**src/rtl/core/dpas_pkg.sv**
```systemverilog
// Shared types, codes and widths for the data-processing ALU and shifter.
`timescale 1ns / 1ps
package dpas_pkg;

    localparam int DATA_W      = 32;
    localparam int NUM_REGS    = 16;
    localparam int REG_IDX_W   = 4;
    localparam int IN_TDATA_W  = 48;
    localparam int OUT_TDATA_W = 40;
    localparam int QUEUE_DEPTH = 4;
    localparam int QUEUE_PTR_W = 2;
    localparam int QUEUE_CNT_W = 3;

    // command field
    localparam logic [1:0] CMD_DP  = 2'd0;
    localparam logic [1:0] CMD_MUL = 2'd1;
    localparam logic [1:0] CMD_MLA = 2'd2;

    // ALU opcodes
    localparam logic [3:0] OP_AND = 4'd0;
    localparam logic [3:0] OP_EOR = 4'd1;
    localparam logic [3:0] OP_SUB = 4'd2;
    localparam logic [3:0] OP_RSB = 4'd3;
    localparam logic [3:0] OP_ADD = 4'd4;
    localparam logic [3:0] OP_ORR = 4'd5;
    localparam logic [3:0] OP_MOV = 4'd6;
    localparam logic [3:0] OP_TST = 4'd7;
    localparam logic [3:0] OP_TEQ = 4'd8;
    localparam logic [3:0] OP_CMP = 4'd9;

    // shifter kinds
    localparam logic [1:0] SH_LSL = 2'd0;
    localparam logic [1:0] SH_LSR = 2'd1;
    localparam logic [1:0] SH_ASR = 2'd2;
    localparam logic [1:0] SH_ROR = 2'd3;

    // decoded instruction class
    localparam logic [1:0] K_NOP = 2'd0;
    localparam logic [1:0] K_ALU = 2'd1;
    localparam logic [1:0] K_MUL = 2'd2;
    localparam logic [1:0] K_MLA = 2'd3;

    typedef struct packed {
        logic [1:0]           kind;
        logic [3:0]           alu_op;
        logic                 writes_rd;
        logic                 set_flags;
        logic                 is_imm;
        logic [REG_IDX_W-1:0] rn;
        logic [REG_IDX_W-1:0] rd;
        logic [REG_IDX_W-1:0] rm;
        logic [REG_IDX_W-1:0] rs;
        logic [7:0]           imm8;
        logic [3:0]           rot_half;
        logic [1:0]           shift_kind;
        logic [4:0]           shift_dist;
    } t_uop;

endpackage

```
**src/rtl/core/dpas_front.sv**
```systemverilog
// Front end: unpacks an input word and classifies the instruction.
`timescale 1ns / 1ps
module dpas_front
    import dpas_pkg::*;
(
    input  logic [IN_TDATA_W-1:0] i_tdata,
    output t_uop                  o_uop
);

    logic [1:0] cmd;
    logic [3:0] opcode;
    logic       is_alu;
    logic       is_test;

    always_comb begin
        cmd     = i_tdata[1:0];
        opcode  = i_tdata[5:2];
        is_alu  = (cmd == CMD_DP) && (opcode <= OP_CMP);
        is_test = opcode inside {OP_TST, OP_TEQ, OP_CMP};

        o_uop.alu_op     = opcode;
        o_uop.set_flags  = i_tdata[6];
        o_uop.is_imm     = i_tdata[7];
        o_uop.rn         = i_tdata[11:8];
        o_uop.rd         = i_tdata[15:12];
        o_uop.rm         = i_tdata[19:16];
        o_uop.rs         = i_tdata[23:20];
        o_uop.imm8       = i_tdata[31:24];
        o_uop.rot_half   = i_tdata[35:32];
        o_uop.shift_kind = i_tdata[37:36];
        o_uop.shift_dist = i_tdata[42:38];

        case (cmd)
            CMD_DP:  o_uop.kind = is_alu ? K_ALU : K_NOP;
            CMD_MUL: o_uop.kind = K_MUL;
            CMD_MLA: o_uop.kind = K_MLA;
            default: o_uop.kind = K_NOP;
        endcase

        o_uop.writes_rd = (is_alu && !is_test) || (cmd == CMD_MUL) || (cmd == CMD_MLA);
    end

endmodule

```
**src/rtl/core/dpas_queue.sv**
```systemverilog
// Short queue of decoded instructions between front and back ends.
`timescale 1ns / 1ps
module dpas_queue
    import dpas_pkg::*;
(
    input  logic i_clk,
    input  logic i_rst_n,
    input  logic i_push,
    input  t_uop i_uop,
    output logic o_full,
    input  logic i_pop,
    output logic o_valid,
    output t_uop o_uop
);

    t_uop                   r_entry [QUEUE_DEPTH];
    logic [QUEUE_PTR_W-1:0] r_wr_ptr;
    logic [QUEUE_PTR_W-1:0] r_rd_ptr;
    logic [QUEUE_CNT_W-1:0] r_count;

    assign o_full  = (r_count == QUEUE_CNT_W'(QUEUE_DEPTH));
    assign o_valid = (r_count != '0);
    assign o_uop   = r_entry[r_rd_ptr];

    always_ff @(posedge i_clk) begin
        if (!i_rst_n) begin
            r_wr_ptr <= '0;
            r_rd_ptr <= '0;
            r_count  <= '0;
        end else begin
            if (i_push) begin
                r_wr_ptr <= r_wr_ptr + 1'b1;
            end
            if (i_pop) begin
                r_rd_ptr <= r_rd_ptr + 1'b1;
            end
            case ({i_push, i_pop})
                2'b10:   r_count <= r_count + 1'b1;
                2'b01:   r_count <= r_count - 1'b1;
                default: r_count <= r_count;
            endcase
        end
    end

    always_ff @(posedge i_clk) begin
        if (i_push) begin
            r_entry[r_wr_ptr] <= i_uop;
        end
    end

endmodule

```
**src/rtl/core/dpas_back.sv**
```systemverilog
// Back end: register file read, shifter, ALU/multiplier, flags and output word.
`timescale 1ns / 1ps
module dpas_back
    import dpas_pkg::*;
(
    input  logic                   i_clk,
    input  logic                   i_rst_n,
    input  logic                   i_uop_valid,
    input  t_uop                   i_uop,
    output logic                   o_uop_pop,
    output logic                   o_tvalid,
    input  logic                   i_tready,
    output logic [OUT_TDATA_W-1:0] o_tdata
);

    // two copies of the register file give three read ports
    logic [DATA_W-1:0]    r_mem_a [NUM_REGS];
    logic [DATA_W-1:0]    r_mem_b [NUM_REGS];
    logic [NUM_REGS-1:0]  r_reg_valid;

    logic                 r_stage_valid;
    t_uop                 r_stage_uop;
    logic [DATA_W-1:0]    r_rn_data;
    logic [DATA_W-1:0]    r_rm_data;
    logic [DATA_W-1:0]    r_rs_data;

    logic                 r_fwd_valid;
    logic [REG_IDX_W-1:0] r_fwd_idx;
    logic [DATA_W-1:0]    r_fwd_data;

    logic                 r_flag_n;
    logic                 r_flag_z;
    logic                 r_flag_c;

    logic                    r_out_valid;
    logic [OUT_TDATA_W-1:0]  r_out_data;

    logic                 exec_fire;
    logic                 stage_load;

    logic [DATA_W-1:0]    op_a;
    logic [DATA_W-1:0]    op_m;
    logic [DATA_W-1:0]    op_s;
    logic [DATA_W-1:0]    op_b;
    logic                 sh_c;
    logic [4:0]           rot_amt;
    logic [4:0]           sam;
    logic [4:0]           lsl_idx;
    logic [DATA_W-1:0]    imm_ext;
    logic [2*DATA_W-1:0]  imm_dbl;
    logic [2*DATA_W-1:0]  rm_dbl;
    logic [DATA_W-1:0]    mul_prod;
    logic [DATA_W-1:0]    result;
    logic                 n_flag_n;
    logic                 n_flag_z;
    logic                 n_flag_c;
    logic                 written;

    assign exec_fire  = r_stage_valid && (!r_out_valid || i_tready);
    assign stage_load = !r_stage_valid || exec_fire;
    assign o_uop_pop  = stage_load && i_uop_valid;
    assign o_tvalid   = r_out_valid;
    assign o_tdata    = r_out_data;

    // operands with bypass of the write that landed with the read
    always_comb begin
        op_a = (r_fwd_valid && r_fwd_idx == r_stage_uop.rn) ? r_fwd_data : r_rn_data;
        op_m = (r_fwd_valid && r_fwd_idx == r_stage_uop.rm) ? r_fwd_data : r_rm_data;
        op_s = (r_fwd_valid && r_fwd_idx == r_stage_uop.rs) ? r_fwd_data : r_rs_data;
    end

    // operand2: rotated immediate or barrel shifter
    always_comb begin
        rot_amt = {r_stage_uop.rot_half, 1'b0};
        sam     = r_stage_uop.shift_dist;
        lsl_idx = 5'd0 - sam;
        imm_ext = {{(DATA_W-8){1'b0}}, r_stage_uop.imm8};
        imm_dbl = {imm_ext, imm_ext} >> rot_amt;
        rm_dbl  = {op_m, op_m} >> sam;
        op_b    = op_m;
        sh_c    = r_flag_c;
        if (r_stage_uop.is_imm) begin
            op_b = imm_dbl[DATA_W-1:0];
            if (rot_amt != 5'd0) begin
                sh_c = op_b[DATA_W-1];
            end
        end else if (sam != 5'd0) begin
            case (r_stage_uop.shift_kind)
                SH_LSL: begin
                    op_b = op_m << sam;
                    sh_c = op_m[lsl_idx];
                end
                SH_LSR: begin
                    op_b = op_m >> sam;
                    sh_c = op_m[sam - 5'd1];
                end
                SH_ASR: begin
                    op_b = DATA_W'($signed(op_m) >>> sam);
                    sh_c = op_m[sam - 5'd1];
                end
                default: begin
                    op_b = rm_dbl[DATA_W-1:0];
                    sh_c = op_m[sam - 5'd1];
                end
            endcase
        end
    end

    // execute
    always_comb begin
        mul_prod = DATA_W'(op_m * op_s);
        result   = '0;
        n_flag_n = r_flag_n;
        n_flag_z = r_flag_z;
        n_flag_c = r_flag_c;
        written  = r_stage_uop.writes_rd;
        case (r_stage_uop.kind)
            K_ALU: begin
                n_flag_c = sh_c;
                case (r_stage_uop.alu_op)
                    OP_AND, OP_TST: result = op_a & op_b;
                    OP_EOR, OP_TEQ: result = op_a ^ op_b;
                    OP_ORR:         result = op_a | op_b;
                    OP_MOV:         result = op_b;
                    OP_ADD: begin
                        result   = op_a + op_b;
                        n_flag_c = (result < op_a);
                    end
                    OP_RSB: begin
                        result   = op_b - op_a;
                        n_flag_c = (op_b >= op_a);
                    end
                    default: begin
                        result   = op_a - op_b;
                        n_flag_c = (op_a >= op_b);
                    end
                endcase
                if (r_stage_uop.set_flags) begin
                    n_flag_n = result[DATA_W-1];
                    n_flag_z = (result == '0);
                end else begin
                    n_flag_c = r_flag_c;
                end
            end
            K_MUL, K_MLA: begin
                result = (r_stage_uop.kind == K_MLA) ? mul_prod + op_a : mul_prod;
                if (r_stage_uop.set_flags) begin
                    n_flag_n = result[DATA_W-1];
                    n_flag_z = (result == '0);
                end
            end
            default: begin
                result  = '0;
                written = 1'b0;
            end
        endcase
    end

    always_ff @(posedge i_clk) begin
        if (!i_rst_n) begin
            r_reg_valid   <= '0;
            r_stage_valid <= 1'b0;
            r_fwd_valid   <= 1'b0;
            r_flag_n      <= 1'b0;
            r_flag_z      <= 1'b0;
            r_flag_c      <= 1'b0;
            r_out_valid   <= 1'b0;
        end else begin
            if (stage_load) begin
                r_stage_valid <= i_uop_valid;
                r_fwd_valid   <= exec_fire && written;
            end
            if (exec_fire) begin
                if (written) begin
                    r_reg_valid[r_stage_uop.rd] <= 1'b1;
                end
                r_flag_n    <= n_flag_n;
                r_flag_z    <= n_flag_z;
                r_flag_c    <= n_flag_c;
                r_out_valid <= 1'b1;
            end else if (i_tready) begin
                r_out_valid <= 1'b0;
            end
        end
    end

    always_ff @(posedge i_clk) begin
        if (exec_fire && written) begin
            r_mem_a[r_stage_uop.rd] <= result;
            r_mem_b[r_stage_uop.rd] <= result;
        end
        if (stage_load) begin
            r_stage_uop <= i_uop;
            r_rn_data   <= r_reg_valid[i_uop.rn] ? r_mem_a[i_uop.rn] : '0;
            r_rm_data   <= r_reg_valid[i_uop.rm] ? r_mem_a[i_uop.rm] : '0;
            r_rs_data   <= r_reg_valid[i_uop.rs] ? r_mem_b[i_uop.rs] : '0;
            r_fwd_idx   <= r_stage_uop.rd;
            r_fwd_data  <= result;
        end
        if (exec_fire) begin
            r_out_data <= {n_flag_c, n_flag_z, n_flag_n, r_stage_uop.rd, written, result};
        end
    end

endmodule

```
**src/rtl/core/data_processing_alu_shifter.sv**
```systemverilog
// An accepted word passes the decode queue, execute stage and output register to m_axis.
// Throughput: one instruction per cycle while m_axis_tready is high; the register file
// bypass and flag registers let each instruction use the results of the one just before it.
// A four-entry decode queue decouples s_axis from the execute stage and the output register.
// Reset: i_rst_n synchronous, active low; clears the queue, the pipeline valids, the flags
// and the register valid bits, so every register reads as zero until written.
`timescale 1ns / 1ps
module data_processing_alu_shifter
    import dpas_pkg::*;
(
    input  logic                   i_clk,
    input  logic                   i_rst_n,
    input  logic                   s_axis_tvalid,
    output logic                   s_axis_tready,
    // cmd, opcode, set_flags, is_imm, rn_index, rd_index, rm_index, rs_index,
    // imm8, rotate_half, shift_kind, shift_dist, zero fill
    input  logic [IN_TDATA_W-1:0]  s_axis_tdata,
    output logic                   m_axis_tvalid,
    input  logic                   m_axis_tready,
    // result_value, reg_written, dest_index, flag_n, flag_z, flag_c
    output logic [OUT_TDATA_W-1:0] m_axis_tdata
);

    t_uop front_uop;
    t_uop queue_uop;
    logic queue_full;
    logic queue_valid;
    logic queue_pop;
    logic push;

    assign s_axis_tready = !queue_full;
    assign push          = s_axis_tvalid && !queue_full;

    dpas_front u_front (
        .i_tdata (s_axis_tdata),
        .o_uop   (front_uop)
    );

    dpas_queue u_queue (
        .i_clk   (i_clk),
        .i_rst_n (i_rst_n),
        .i_push  (push),
        .i_uop   (front_uop),
        .o_full  (queue_full),
        .i_pop   (queue_pop),
        .o_valid (queue_valid),
        .o_uop   (queue_uop)
    );

    dpas_back u_back (
        .i_clk       (i_clk),
        .i_rst_n     (i_rst_n),
        .i_uop_valid (queue_valid),
        .i_uop       (queue_uop),
        .o_uop_pop   (queue_pop),
        .o_tvalid    (m_axis_tvalid),
        .i_tready    (m_axis_tready),
        .o_tdata     (m_axis_tdata)
    );

endmodule
```
**config.mk**
```make
export PLATFORM = sky130hd
export DESIGN_NAME = data_processing_alu_shifter
export DESIGN_NICKNAME = d
export VERILOG_FILES = /design/src/rtl/core/dpas_pkg.sv /design/src/rtl/core/dpas_front.sv /design/src/rtl/core/dpas_queue.sv /design/src/rtl/core/dpas_back.sv /design/src/rtl/core/data_processing_alu_shifter.sv
export SDC_FILE = /design/constraint.sdc
export NUM_CORES = 2
export LEC_CHECK = 0
export BUFFER_PORTS_ARGS = -buffer_cell sky130_fd_sc_hd__buf_2
export CORE_MARGIN = 1.5
export CORE_UTILIZATION = 40
export DETAILED_ROUTE_END_ITERATION = 10
export SLEW_MARGIN = 20
export SYNTH_ARGS = -nofsm -noshare
export SYNTH_HDL_FRONTEND = slang
export SYNTH_SLANG_ARGS = --single-unit
```
**constraint.sdc**
```tcl
create_clock -name i_clk -period 12.5 [get_ports i_clk]
set_input_delay 0.625 -clock i_clk [delete_from_list [all_inputs] [get_ports i_clk]]
set_output_delay 0.625 -clock i_clk [all_outputs]
set_load 0.01 [all_outputs]
```
==> run_results.csv <==
group,metric,value,unit
drt,first_iter_violations,8022,
floorplan,dieArea,196000,sq um
sta,fmax,83.6,MHz
critical_path,max_stage_delay,0.66,ns
power_and_ir_drop,powerDensity,249,nW/um^2
floorplan,rows,161,
global_route,grt_pass1_wl,470000,um
logic_synthesis,avgSynthCellArea,11.6,sq um
global_route,grt_pass1_vias,60600,
sta,layout_setup_ws,0.534,ns
run,max_cap_viol_count,0,
logic_synthesis,syn_inst,6672,
critical_path,path_max_fanout,26,
global_route,antenna_found_initial,21,
logic_synthesis,synthArstFlopShare,0,%
global_route,grt_max_degree,140,
sta,hold_viol,0,
logic_synthesis,ys_ff_latch,935,
cts,cts_tree,"done",
floorplan,die_y,443,um
min_path,hold_start,"s_axis_tdata[11]",
logic_synthesis,synth.distinct_cells,100,
sta,setup_tns,0,ns
critical_path,crit_buf_inv,7,
critical_path,path_class,"reg -> reg",
cts,cts_setup_buffers,0,
critical_path,critical_path.endpoint_type,"register",
drt,route.detailed.drc,0,
min_path,whs_endpoint,"u_queue.r_entry[2][34]",
power_and_ir_drop,worst_ir_drop_vdd,0.000203,V
floorplan,start_util,40.2,%
power_and_ir_drop,p_total,0.0213,W
cells_and_area,drive_gt1_share,20.0,%
cts,clk_path_buf_depth,3,
cells_and_area,num-fill-cells,17600,
global_route,grt_overflow,0,
global_route,grt_use_met1,44.7,%
sta,period_share,95.7,%
critical_path,worstPathRequired,13.11,ns
cts,cts_root_buf,"clkbuf_16",
cts,clock-sinks,935,
critical_path,rr_startpoint,"u_back.r_fwd_idx[2]",
logic_synthesis,synth_edf_count,904,
global_route,use_met3,6.17,%
placement,dp.cells,9185,
floorplan,dieWidth,443,um
cts,cts_made_buffers,89,
cells_and_area,final-instance-count-excl-fill,9353,
critical_path,arrival,12.57,ns
run_status,status,"finished clean",
sta,tightest_slew,1.34,ns
logic_synthesis,ys.flop_type,"edfxtp_1",
sta,slew_headroom,10.4,%
global_route,busiest_layer,"met2",
sta,slew_viol_final,0,
sta,rsz0062_at_grt,"false",
cts,ctsHoldBuffers,0,
placement,port_buffers,88,
critical_path,reg2reg_slack,0.53,ns
min_path,hp-class,"in -> reg",
drt,wl_per_cell,36.1,um
cts,clk_pin_slew_worst_paths,0.06,ns
floorplan,io_pins,94,
placement,hpwl,254000,um
drt,routed_wl,338000,um
drt,dr_total_vias,61300,
cts,htreeDepth,3,
drt,first_pass_iters,8,
min_path,holdPathStages,1,
critical_path,cp_top_family,"adder cells",
power_and_ir_drop,leakage,31.6,nW
floorplan,core_area,192000,sq um
placement,dp_slack,0.456,ns
cts,insertion_delay,0.71,ns
cells_and_area,final_nets,7536,
placement,gp_congestion,1.06,
sta,skew,0.0395,ns
critical_path,path_common_cell,"fa_1",
cts,cts_resized,0,
critical_path,reg2regPathDepth,34,
critical_path,cp_slowest_cell,"xor2_1",
logic_synthesis,yosys_warnings,0,
critical_path,worstReg2RegEnd,"u_back.r_flag_z",
logic_synthesis,syn_area,77400,sq um
global_route,groute.layer.met2.usage,53.4,%
sta,setup_viol_count_final,0,
drt,routed_via_density,6.55,
global_route,grtUsageTotal,34.0,%
logic_synthesis,yosysSeqAreaShare,35.9,%
cells_and_area,syn2layout_area_growth,10.1,%
sta,finalCriticalPeriod,11.97,ns
drt,drtAntennaViolNets,0,
logic_synthesis,syn_nets,7458,
critical_path,start_kind,"register",
-- metal layers --
layer	vias up	part of all wire [%]	routed length, um
met3	782	9.2	31000
met1	31700	39	132000
met2	3616	45	153000
li1	25200	-	-
met4	10	6.4	21500
met5	-	0.017	59
-- state kept, by name, indices dropped and copies added (netlist names), 4 cells and up, named ones only --
signal,cells
u_back.sam,5
u_back.r_fwd_data,32
u_back.r_fwd_idx,4
u_back.r_reg_valid,16
u_back.r_rn_data,32
u_queue.r_entry,176
u_back.r_mem_b,512
u_back.r_rs_data,32
u_back.r_rm_data,32
u_back.imm_ext,8
u_back.o_tdata,40
u_back.r_stage_uop,31
-- power by group --
| part | switching, W | internal, W | leakage, nW |
|---|---|---|---|
| Combinational | 0.00922 | 0.00484 | 21.2 |
| Clock | 0.00119 | 0.00146 | 1.35 |
| Sequential | 0.000340 | 0.00421 | 9.03 |
-- stage by stage --
stage	hold slack [ns]	cell area, sq um	utilization, %
floorplan	0.454	77400	-
global placement	0.466	82300	42.8
detailed placement	0.481	82400	42.8
CTS	0.0896	85200	44.3
global route	0.124	85200	44.3
finish	0.149	85200	44.3
-- worst max path at each step --
| stage | start | end | slack (ns) | cells past startpoint |
|---|---|---|---|---|
| 2_1_floorplan | u_back.r_fwd_idx[0] | u_back.o_tdata[37] | 1.33 | 43 |
| 3_3_place_gp | u_back.r_fwd_idx[2] | u_back.r_flag_z | 0.53 | 39 |
| 3_5_place_dp | u_back.r_fwd_idx[2] | u_back.r_flag_z | 0.46 | 33 |
| 4_1_cts | u_back.r_fwd_idx[2] | u_back.r_flag_z | 0.40 | 33 |
| 5_1_grt | u_back.r_fwd_idx[2] | u_back.r_flag_z | 0.04 | 43 |
| 6_report | u_back.r_fwd_idx[2] | u_back.r_flag_z | 0.53 | 34 |
-- Yosys cell counts (all sizes together), types with 32 or more instances --
cell type	count	area (sq um)
clkbuf	328	1230
xnor2	144	1270
mux4	573	12900
nand3	108	541
mux2i	121	1220
a21boi	35	285
and3	38	238
o22ai	60	375
a221oi	42	399
buf	121	563
and2	132	826
a21oi	278	1400
nor2	625	2350
o21ai	271	1360
a31oi	43	269
ha	321	4020
or2	35	219
o221ai	46	403
nor2b	36	225
a22oi	32	240
nand2	497	1870
xor2	32	280
a211oi	63	478
inv	545	2050
mux2	55	619
nor3	89	445
fa	413	8270
a21o	66	495
o211ai	60	450
nand2b	41	257
nand4	36	225
edfxtp	904	27100
-- layout by cell type, fill, tap and decap left out, drive strengths merged, types with 32 or more instances in the layout --
| cell type | instances |
|---|---|
| clkbuf | 109 |
| a21oi | 278 |
| nand2b | 41 |
| o211ai | 60 |
| nor2b | 36 |
| a21boi | 35 |
| buf | 436 |
| mux2i | 121 |
| a31oi | 43 |
| and3 | 38 |
| inv | 549 |
| a221oi | 42 |
| mux4 | 573 |
| ha | 321 |
| and2 | 132 |
| edfxtp | 904 |
| nor2 | 625 |
| a211oi | 63 |
| mux2 | 55 |
| or2 | 35 |
| a21o | 66 |
| o221ai | 46 |
| nand3 | 108 |
| nand2 | 497 |
| xnor2 | 144 |
| nor3 | 89 |
| o21ai | 271 |
| a22oi | 32 |
| o22ai | 60 |
| clkinv | 41 |
| nand4 | 36 |
| xor2 | 32 |
| fa | 413 |
-- final cells by class --
type | instances | area [sq um] | share of cell area, %
Inverter | 551 | 2070 | 2.43
Multi-Input combinational cell | 4737 | 46200 | 54.2
Clock buffer | 109 | 2360 | 2.77
Clock inverter | 50 | 445 | 0.523
Tap cell | 2526 | 3160 | 3.71
Timing Repair Buffer | 436 | 3170 | 3.71
Sequential cell | 935 | 27800 | 32.6
Antenna cell | 9 | 22.5 | 0.0264
-- kinds of logic after synthesis --
kind of cell,Yosys count,synth area share [%]
and+or+nand+nor,1729,10.1
DFF,935,35.9
AOI/OAI and AO/OA,1344,11.9
xor gates and xnor gates,181,2.15
adders and majority gates,734,15.9
buffers and inverters,1000,4.99
muxes,749,19.1
-- worst register-to-register path, delay by kind of cell (launching register included) --
family / cells / cell delay (ns)
flops: 1 / 0.45
buf+inv: 7 / 1.36
simple gates: 8 / 2.17
compound gates: 6 / 1.98
fa+ha+maj: 10 / 4.67
xor+xnor: 2 / 0.94
mux: 1 / 0.30
(Power assumes the default switching activity.)
